`config.mk`:
```
export PLATFORM = sky130hd
export DESIGN_NAME = hue_wheel_to_rgb565
export DESIGN_NICKNAME = d
export VERILOG_FILES = /design/src/hdl/hw565_pkg.sv /design/src/hdl/hue_wheel_to_rgb565.sv /design/src/hdl/hw565_front.sv /design/src/hdl/hw565_div_cell.sv
export SDC_FILE = /design/constraint.sdc
export NUM_CORES = 2
export LEC_CHECK = 0
export ABC_CLOCK_PERIOD_IN_PS = 85000
export BUFFER_PORTS_ARGS = -buffer_cell sky130_fd_sc_hd__buf_2
export CAP_MARGIN = 20
export CORE_AREA = 2 2 540 408
export DETAILED_ROUTE_END_ITERATION = 7
export DIE_AREA = 0 0 542 410
export GPL_TIMING_DRIVEN = 1
export PLACE_DENSITY = 0.5
export SLEW_MARGIN = 20
export SYNTH_ARGS = -nofsm -noshare
export SYNTH_HDL_FRONTEND = slang
export SYNTH_HIERARCHICAL = 1
export SYNTH_SLANG_ARGS = --single-unit
```
`constraint.sdc`:
```
create_clock -name clk_i -period 85 [get_ports clk_i]
set_input_delay 17 -clock clk_i [delete_from_list [all_inputs] [get_ports clk_i]]
set_output_delay 17 -clock clk_i [all_outputs]
set_load 0.05 [all_outputs]
```
`src/hdl/hw565_pkg.sv`:
```
// ----------------------------------------------------------------------------
// hw565_pkg
// Shared types and constants for the hue wheel to RGB565 mapper.
// ----------------------------------------------------------------------------
`default_nettype none

package hw565_pkg;

  localparam int unsigned NumCh    = 3;
  localparam int unsigned DivSteps = 8;

  localparam int unsigned ChR = 0;
  localparam int unsigned ChG = 1;
  localparam int unsigned ChB = 2;

  localparam logic [7:0] ThirdMul    = 8'd85;
  localparam logic [7:0] TwoThirdMul = 8'd170;
  localparam logic [7:0] Lvl255      = 8'd255;
  localparam logic [7:0] Lvl171      = 8'd171;
  localparam logic [7:0] Lvl170      = 8'd170;
  localparam logic [7:0] Lvl85       = 8'd85;

  localparam logic [7:0] WgtR = 8'd255;
  localparam logic [7:0] WgtG = 8'd114;
  localparam logic [7:0] WgtB = 8'd40;

  typedef logic [7:0] chan_t;

  typedef enum logic [2:0] {
    SecRed    = 3'd0,
    SecOrange = 3'd1,
    SecYellow = 3'd2,
    SecGreen  = 3'd3,
    SecAqua   = 3'd4,
    SecBlue   = 3'd5,
    SecPurple = 3'd6,
    SecPink   = 3'd7
  } sect_e;

  // division state carried along the cell chain
  typedef struct packed {
    chan_t                  mx;
    logic [NumCh-1:0][7:0]  rem;
    logic [NumCh-1:0][7:0]  num_lo;
    logic [NumCh-1:0][7:0]  quo;
  } hw565_div_t;

endpackage

`default_nettype wire

```
`src/hdl/hue_wheel_to_rgb565.sv`:
```
// ----------------------------------------------------------------------------
// hue_wheel_to_rgb565
// Maps an 8-bit hue to a full-brightness RGB565 colour.
// ----------------------------------------------------------------------------
// Input stream s_axis: one hue per item in s_axis_tdata.
// Output stream m_axis: one RGB565 colour per item in m_axis_tdata.
// cfg_we_i/cfg_wdata_i write the warm tint mix; write only when idle.
// Pipeline: 12 register stages
// (4 front stages: wheel, tint product, tint sum, max and set-up;
// then 8 division cells, one quotient bit per cell).
// One item per cycle unless stalled; every stage has its own valid bit.
// Stall: a stalled receiver holds the last cell; bubbles upstream still
// close up, so s_axis_tready drops only when all 12 stages are full.
// Reset: all stages empty, warm mix cleared to zero.
// ----------------------------------------------------------------------------
`default_nettype none

module hue_wheel_to_rgb565 (
  input  logic        clk_i,
  input  logic        rst_ni,
  input  logic        s_axis_tvalid,
  output logic        s_axis_tready,
  input  logic [7:0]  s_axis_tdata,   // [7:0] hue
  output logic        m_axis_tvalid,
  input  logic        m_axis_tready,
  output logic [15:0] m_axis_tdata,   // [15:0] color565
  input  logic        cfg_we_i,
  input  logic [7:0]  cfg_wdata_i
);
  import hw565_pkg::*;

  logic [7:0]   warm_mix_q;
  logic [DivSteps:0] cv, cr;
  hw565_div_t   cd [DivSteps+1];

  always_ff @(posedge clk_i or negedge rst_ni) begin
    if (!rst_ni) begin
      warm_mix_q <= '0;
    end else if (cfg_we_i) begin
      warm_mix_q <= cfg_wdata_i;
    end
  end

  hw565_front u_front (
    .clk_i       (clk_i),
    .rst_ni      (rst_ni),
    .in_valid_i  (s_axis_tvalid),
    .in_ready_o  (s_axis_tready),
    .hue_i       (s_axis_tdata),
    .warm_mix_i  (warm_mix_q),
    .out_valid_o (cv[0]),
    .out_ready_i (cr[0]),
    .out_data_o  (cd[0])
  );

  for (genvar k = 0; k < DivSteps; k++) begin : g_div
    hw565_div_cell u_cell (
      .clk_i       (clk_i),
      .rst_ni      (rst_ni),
      .in_valid_i  (cv[k]),
      .in_ready_o  (cr[k]),
      .in_data_i   (cd[k]),
      .out_valid_o (cv[k+1]),
      .out_ready_i (cr[k+1]),
      .out_data_o  (cd[k+1])
    );
  end

  assign cr[DivSteps]  = m_axis_tready;
  assign m_axis_tvalid = cv[DivSteps];
  assign m_axis_tdata  = {cd[DivSteps].quo[ChR][7:3], cd[DivSteps].quo[ChG][7:2],
                          cd[DivSteps].quo[ChB][7:3]};

  a_full_when_blocked: assert property (@(posedge clk_i) disable iff (!rst_ni)
    !s_axis_tready |-> m_axis_tvalid && !m_axis_tready)
    else $error("input blocked while pipeline has room");

endmodule

`default_nettype wire

```
`src/hdl/hw565_front.sv`:
```
// ----------------------------------------------------------------------------
// hw565_front
// Hue to RGB, warm tint blend, channel maximum and division set-up.
// ----------------------------------------------------------------------------
`default_nettype none

module hw565_front (
  input  logic               clk_i,
  input  logic               rst_ni,
  input  logic               in_valid_i,
  output logic               in_ready_o,
  input  logic [7:0]         hue_i,
  input  logic [7:0]         warm_mix_i,
  output logic               out_valid_o,
  input  logic               out_ready_i,
  output hw565_pkg::hw565_div_t out_data_o
);
  import hw565_pkg::*;

  logic [3:0] v_q;
  logic [4:0] rdy;

  logic [NumCh-1:0][7:0] a_d, a_q;
  logic [NumCh-1:0][7:0] bp_d, bp_q, bt_d, bt_q, bc_q;
  logic [NumCh-1:0][7:0] c_d, c_q;
  hw565_div_t            d_d, d_q;

  logic [7:0]  off;
  logic [15:0] prod_third, prod_twothird;
  chan_t       third, twothird;
  logic [7:0]  inv;
  logic [7:0]  wgt [NumCh];
  logic [15:0] pp [NumCh];
  logic [15:0] pt [NumCh];
  logic [15:0] pm [NumCh];
  logic [8:0]  sum [NumCh];
  logic [15:0] num [NumCh];
  chan_t       mx, mx_rg;

  assign rdy[4] = out_ready_i;
  always_comb begin
    for (int k = 0; k < 4; k++) begin
      rdy[k] = !v_q[k] || rdy[k+1];
    end
  end
  assign in_ready_o = rdy[0];

  // hue wheel
  always_comb begin
    off           = {hue_i[4:0], 3'b000};
    prod_third    = off * ThirdMul;
    prod_twothird = off * TwoThirdMul;
    third         = prod_third[15:8];
    twothird      = prod_twothird[15:8];
    case (sect_e'(hue_i[7:5]))
      SecRed: begin
        a_d[ChR] = Lvl255 - third;    a_d[ChG] = third;             a_d[ChB] = '0;
      end
      SecOrange: begin
        a_d[ChR] = Lvl171;            a_d[ChG] = Lvl85 + third;     a_d[ChB] = '0;
      end
      SecYellow: begin
        a_d[ChR] = Lvl171 - twothird; a_d[ChG] = Lvl170 + third;    a_d[ChB] = '0;
      end
      SecGreen: begin
        a_d[ChR] = '0;                a_d[ChG] = Lvl255 - third;    a_d[ChB] = third;
      end
      SecAqua: begin
        a_d[ChR] = '0;                a_d[ChG] = Lvl171 - twothird; a_d[ChB] = Lvl85 + third;
      end
      SecBlue: begin
        a_d[ChR] = third;             a_d[ChG] = '0;                a_d[ChB] = Lvl255 - third;
      end
      SecPurple: begin
        a_d[ChR] = Lvl85 + third;     a_d[ChG] = '0;                a_d[ChB] = Lvl171 - third;
      end
      default: begin
        a_d[ChR] = Lvl170 + third;    a_d[ChG] = '0;                a_d[ChB] = Lvl85 - third;
      end
    endcase
  end

  // tint, first products
  always_comb begin
    inv      = Lvl255 - warm_mix_i;
    wgt[ChR] = WgtR;
    wgt[ChG] = WgtG;
    wgt[ChB] = WgtB;
    for (int i = 0; i < NumCh; i++) begin
      pp[i]   = a_q[i] * inv;
      pt[i]   = a_q[i] * wgt[i];
      bp_d[i] = pp[i][15:8];
      bt_d[i] = pt[i][15:8];
    end
  end

  // tint, second product and sum; a zero mix passes the wheel colour
  always_comb begin
    for (int i = 0; i < NumCh; i++) begin
      pm[i]  = bt_q[i] * warm_mix_i;
      sum[i] = {1'b0, bp_q[i]} + {1'b0, pm[i][15:8]};
      c_d[i] = (warm_mix_i != '0) ? sum[i][7:0] : bc_q[i];
    end
  end

  // maximum and dividend set-up; black uses a unit divisor
  always_comb begin
    mx_rg = (c_q[ChR] > c_q[ChG]) ? c_q[ChR] : c_q[ChG];
    mx    = (c_q[ChB] > mx_rg) ? c_q[ChB] : mx_rg;
    d_d.mx = (mx == '0) ? 8'd1 : mx;
    for (int i = 0; i < NumCh; i++) begin
      num[i]       = {c_q[i], 8'h00} - {8'h00, c_q[i]};
      d_d.rem[i]    = num[i][15:8];
      d_d.num_lo[i] = num[i][7:0];
      d_d.quo[i]    = '0;
    end
  end

  always_ff @(posedge clk_i or negedge rst_ni) begin
    if (!rst_ni) begin
      v_q <= '0;
    end else begin
      if (rdy[0]) v_q[0] <= in_valid_i;
      if (rdy[1]) v_q[1] <= v_q[0];
      if (rdy[2]) v_q[2] <= v_q[1];
      if (rdy[3]) v_q[3] <= v_q[2];
    end
  end

  always_ff @(posedge clk_i) begin
    if (rdy[0]) a_q <= a_d;
    if (rdy[1]) begin
      bp_q <= bp_d;
      bt_q <= bt_d;
      bc_q <= a_q;
    end
    if (rdy[2]) c_q <= c_d;
    if (rdy[3]) d_q <= d_d;
  end

  assign out_valid_o = v_q[3];
  assign out_data_o  = d_q;

  a_div_nonzero: assert property (@(posedge clk_i) disable iff (!rst_ni)
    v_q[3] |-> (d_q.mx != '0))
    else $error("zero divisor handed to divider");

endmodule

`default_nettype wire

```
`src/hdl/hw565_div_cell.sv`:
```
// ----------------------------------------------------------------------------
// hw565_div_cell
// One restoring division step for all three channels, one quotient bit.
// ----------------------------------------------------------------------------
`default_nettype none

module hw565_div_cell (
  input  logic                  clk_i,
  input  logic                  rst_ni,
  input  logic                  in_valid_i,
  output logic                  in_ready_o,
  input  hw565_pkg::hw565_div_t in_data_i,
  output logic                  out_valid_o,
  input  logic                  out_ready_i,
  output hw565_pkg::hw565_div_t out_data_o
);
  import hw565_pkg::*;

  logic       valid_q;
  hw565_div_t data_d, data_q;
  logic [8:0] trial [NumCh];

  assign in_ready_o = !valid_q || out_ready_i;

  always_comb begin
    data_d.mx = in_data_i.mx;
    for (int i = 0; i < NumCh; i++) begin
      trial[i]         = {in_data_i.rem[i], in_data_i.num_lo[i][7]};
      data_d.num_lo[i] = {in_data_i.num_lo[i][6:0], 1'b0};
      if (trial[i] >= {1'b0, in_data_i.mx}) begin
        data_d.rem[i] = 8'(trial[i] - {1'b0, in_data_i.mx});
        data_d.quo[i] = {in_data_i.quo[i][6:0], 1'b1};
      end else begin
        data_d.rem[i] = trial[i][7:0];
        data_d.quo[i] = {in_data_i.quo[i][6:0], 1'b0};
      end
    end
  end

  always_ff @(posedge clk_i or negedge rst_ni) begin
    if (!rst_ni) begin
      valid_q <= 1'b0;
    end else if (in_ready_o) begin
      valid_q <= in_valid_i;
    end
  end

  always_ff @(posedge clk_i) begin
    if (in_ready_o) data_q <= data_d;
  end

  assign out_valid_o = valid_q;
  assign out_data_o  = data_q;

  a_rem_below_div: assert property (@(posedge clk_i) disable iff (!rst_ni)
    valid_q |-> (data_q.rem[ChR] < data_q.mx) && (data_q.rem[ChG] < data_q.mx)
                && (data_q.rem[ChB] < data_q.mx))
    else $error("partial remainder not below divisor");

endmodule

`default_nettype wire

```
==> impl_results.md <==
* Worst Path Arrival at 22560 ps
* DRC at 0
* Die Width at 542 microns
* Cell family with most CP delay: simple AND/OR/NAND/NOR gates
* Detailed-placement wirelength estimate at 64400 microns
* Layout Skew at 40.1 ps
* Initial Utilization at 0.174
* Core area at 218000 sq um
* Commonest non-fill, non-tap cell in the layout: inv_1
* WL/cell at 13.5 microns
* Final min period at 39560 ps
* Routed vias/inst at 3.81
* Layout cell share with drive strength beyond 1 at 0.0895
* CTS root buf: clkbuf_16
* Vias at 24100
* First-pass GRT wire length at 139000 microns
* Area Growth Syn to Fin at 13.6%
* Routed Wire Length at 85100 microns
* CTS Buffer Depth at 3
* RSZ-0062 raised after global routing: no
* Most frequent cells in the layout: inv_1 (439), edfxtp_1 (437), ha_1 (435)
* Synth Instances at 3395
* Worst Tran Pin Value at 1020 ps
* Antenna violations before repair at 6
* Cts bufs inserted at 48
* Cell Rows at 149
* Status: complete, no violations
* Largest net degree at the start of global routing at 71
* Max H-tree Level at 2
* I/O Pins at 39
* Slew HR at 0.317
* Worst Setup Start Kind: input pin
* Die area at 222000 sq um
* Placer Congestion at 0.804
* Reg clk slew, reported paths at 60 ps
* R2R Setup Slk at 78380 ps
* Max Fclk at 25.3 MHz
* Setup bufs post-CTS at 0
* Worst-Skew Late Latency at 650 ps
* Fin. max-slew vios at 0
* Grt total ovfl at 0
* Critical path, cell by cell: buf_2 -> nand2b_1 -> nand2b_1 -> nand2b_1 -> nand2b_1 -> buf_4 -> nand2b_2 -> buf_4 -> nand2b_2 -> buf_4 -> nand2b_2 -> nand2b_2 -> nor2b_1 -> nand4_1 -> buf_4 -> buf_2
* Hold WC Path Type: flop to flop
* # diodes at 0
* MaxCap Viol Count at 0
* CP Data Required Time at 68000 ps
* Resize count post-CTS at 0
* Clk sinks at 457
* Die Height at 410 microns
* NumNets Final at 4117
* Synth Warn # at 6
* Global-route total usage across every layer at 0.0769
* Syn Nets at 4101
* Final TNS setup at 0 ps
* Post-CTS Hold Buffers at 0
* Critical Path Sink Type: output port
* Crit path kind: input pin to output port
* CP max stage delay at 690 ps
* IO Port Bufs at 38
* Vias in the first global route at 24900
* Period utilisation layout at 0.465
* ANT nets after route at 0
* Post-synthesis cell area at 38000 sq um
* Buf/Inv on CP at 6
* Avg Inst Size Synth at 11.2 sq um
* CTS tree: done
* Final Setup Violations at 0
* Final design utilization at 0.198
* Initial DRC Count at 1187
* Fin. Hold Viols at 0
* Drt pass-1 iters at 5
* Critical-path cell with the highest stage delay: nand2b_1
* CP max FO at 50
[worst register-to-register path, stage by stage, from the launching register on]
cell	delay [ps]
dfrtp_1	610
buf_4	420
and2_1	230
fa_1	480
inv_1	50
fa_1	470
inv_1	50
fa_1	520
inv_1	50
fa_1	530
inv_1	50
ha_1	300
nand2_1	60
o21ai_1	240
a21oi_1	160
o21bai_1	190
xor2_1	400
ha_1	320
a21o_1	160
a21oi_1	220
o21bai_1	90
a21oi_1	240
o21bai_1	110
mux2i_1	120
a211o_1	300
[per-stage QoR]
step                      instances  hold WS [ps]  worst slack [ps]  cell area, sq um
after floorplan                3395           400             41720             38000
after global placement         6229           404             45500             41400
after detailed placement       6229           406             45390             41400
after CTS                      6319           408             45370             43100
after global routing           6320           416             44910             43100
final                          6320           413             45440             43100
[final cells by class]
cell class / instances / area (sq um)
Timing Repair Buffer: 56 / 345
Tap cell: 2869 / 3590
Clock inverter: 37 / 507
Multi-Input combinational cell: 2405 / 22200
Clock buffer: 53 / 1220
Sequential cell: 457 / 13600
Fill cell: 23500 / 175000
Inverter: 443 / 1660
[worst paths after layout]
check                                                    from                       endpoint  cells past startpoint
worst max-delay path                            m_axis_tready                  s_axis_tready                     16
worst min-delay path            g_div[5].u_cell/out_data_o[2]  g_div[6].u_cell/out_data_o[3]                      0
worst max register to register                  warm_mix_q[5]                u_front/c_q[15]                     24
worst min register to register  g_div[5].u_cell/out_data_o[2]  g_div[6].u_cell/out_data_o[3]                      0
max in group asynchronous                              rst_ni                  warm_mix_q[3]                      1
min in group asynchronous                              rst_ni    g_div[7].u_cell/out_valid_o                      1
[flip-flops by register name, summed over array words and instances, names as in the netlist]
signal                    flops
u_front/bc_q                 24
u_front/bt_q                 21
u_front/c_q                  24
u_front/out_data_o           48
warm_mix_q                    8
u_front/v_q                   4
g_div.u_cell/out_data_o     272
g_div.u_cell/out_valid_o      8
u_front/bp_q                 24
u_front/a_q                  24
[layer usage]
| layer | vias up | share of wire | track usage |
|---|---|---|---|
| met4 | 0 | 0.014 | 0.0124 |
| li1 | 11900 | - | - |
| met3 | 99 | 0.039 | 0.0121 |
| met2 | 382 | 0.43 | 0.121 |
| met1 | 11800 | 0.51 | 0.111 |
| met5 | - | 0 | 0 |
Power is left out: the tool's default activity adds up to more than one toggle a clock period on the data nets, which glitch-free logic cannot reach.
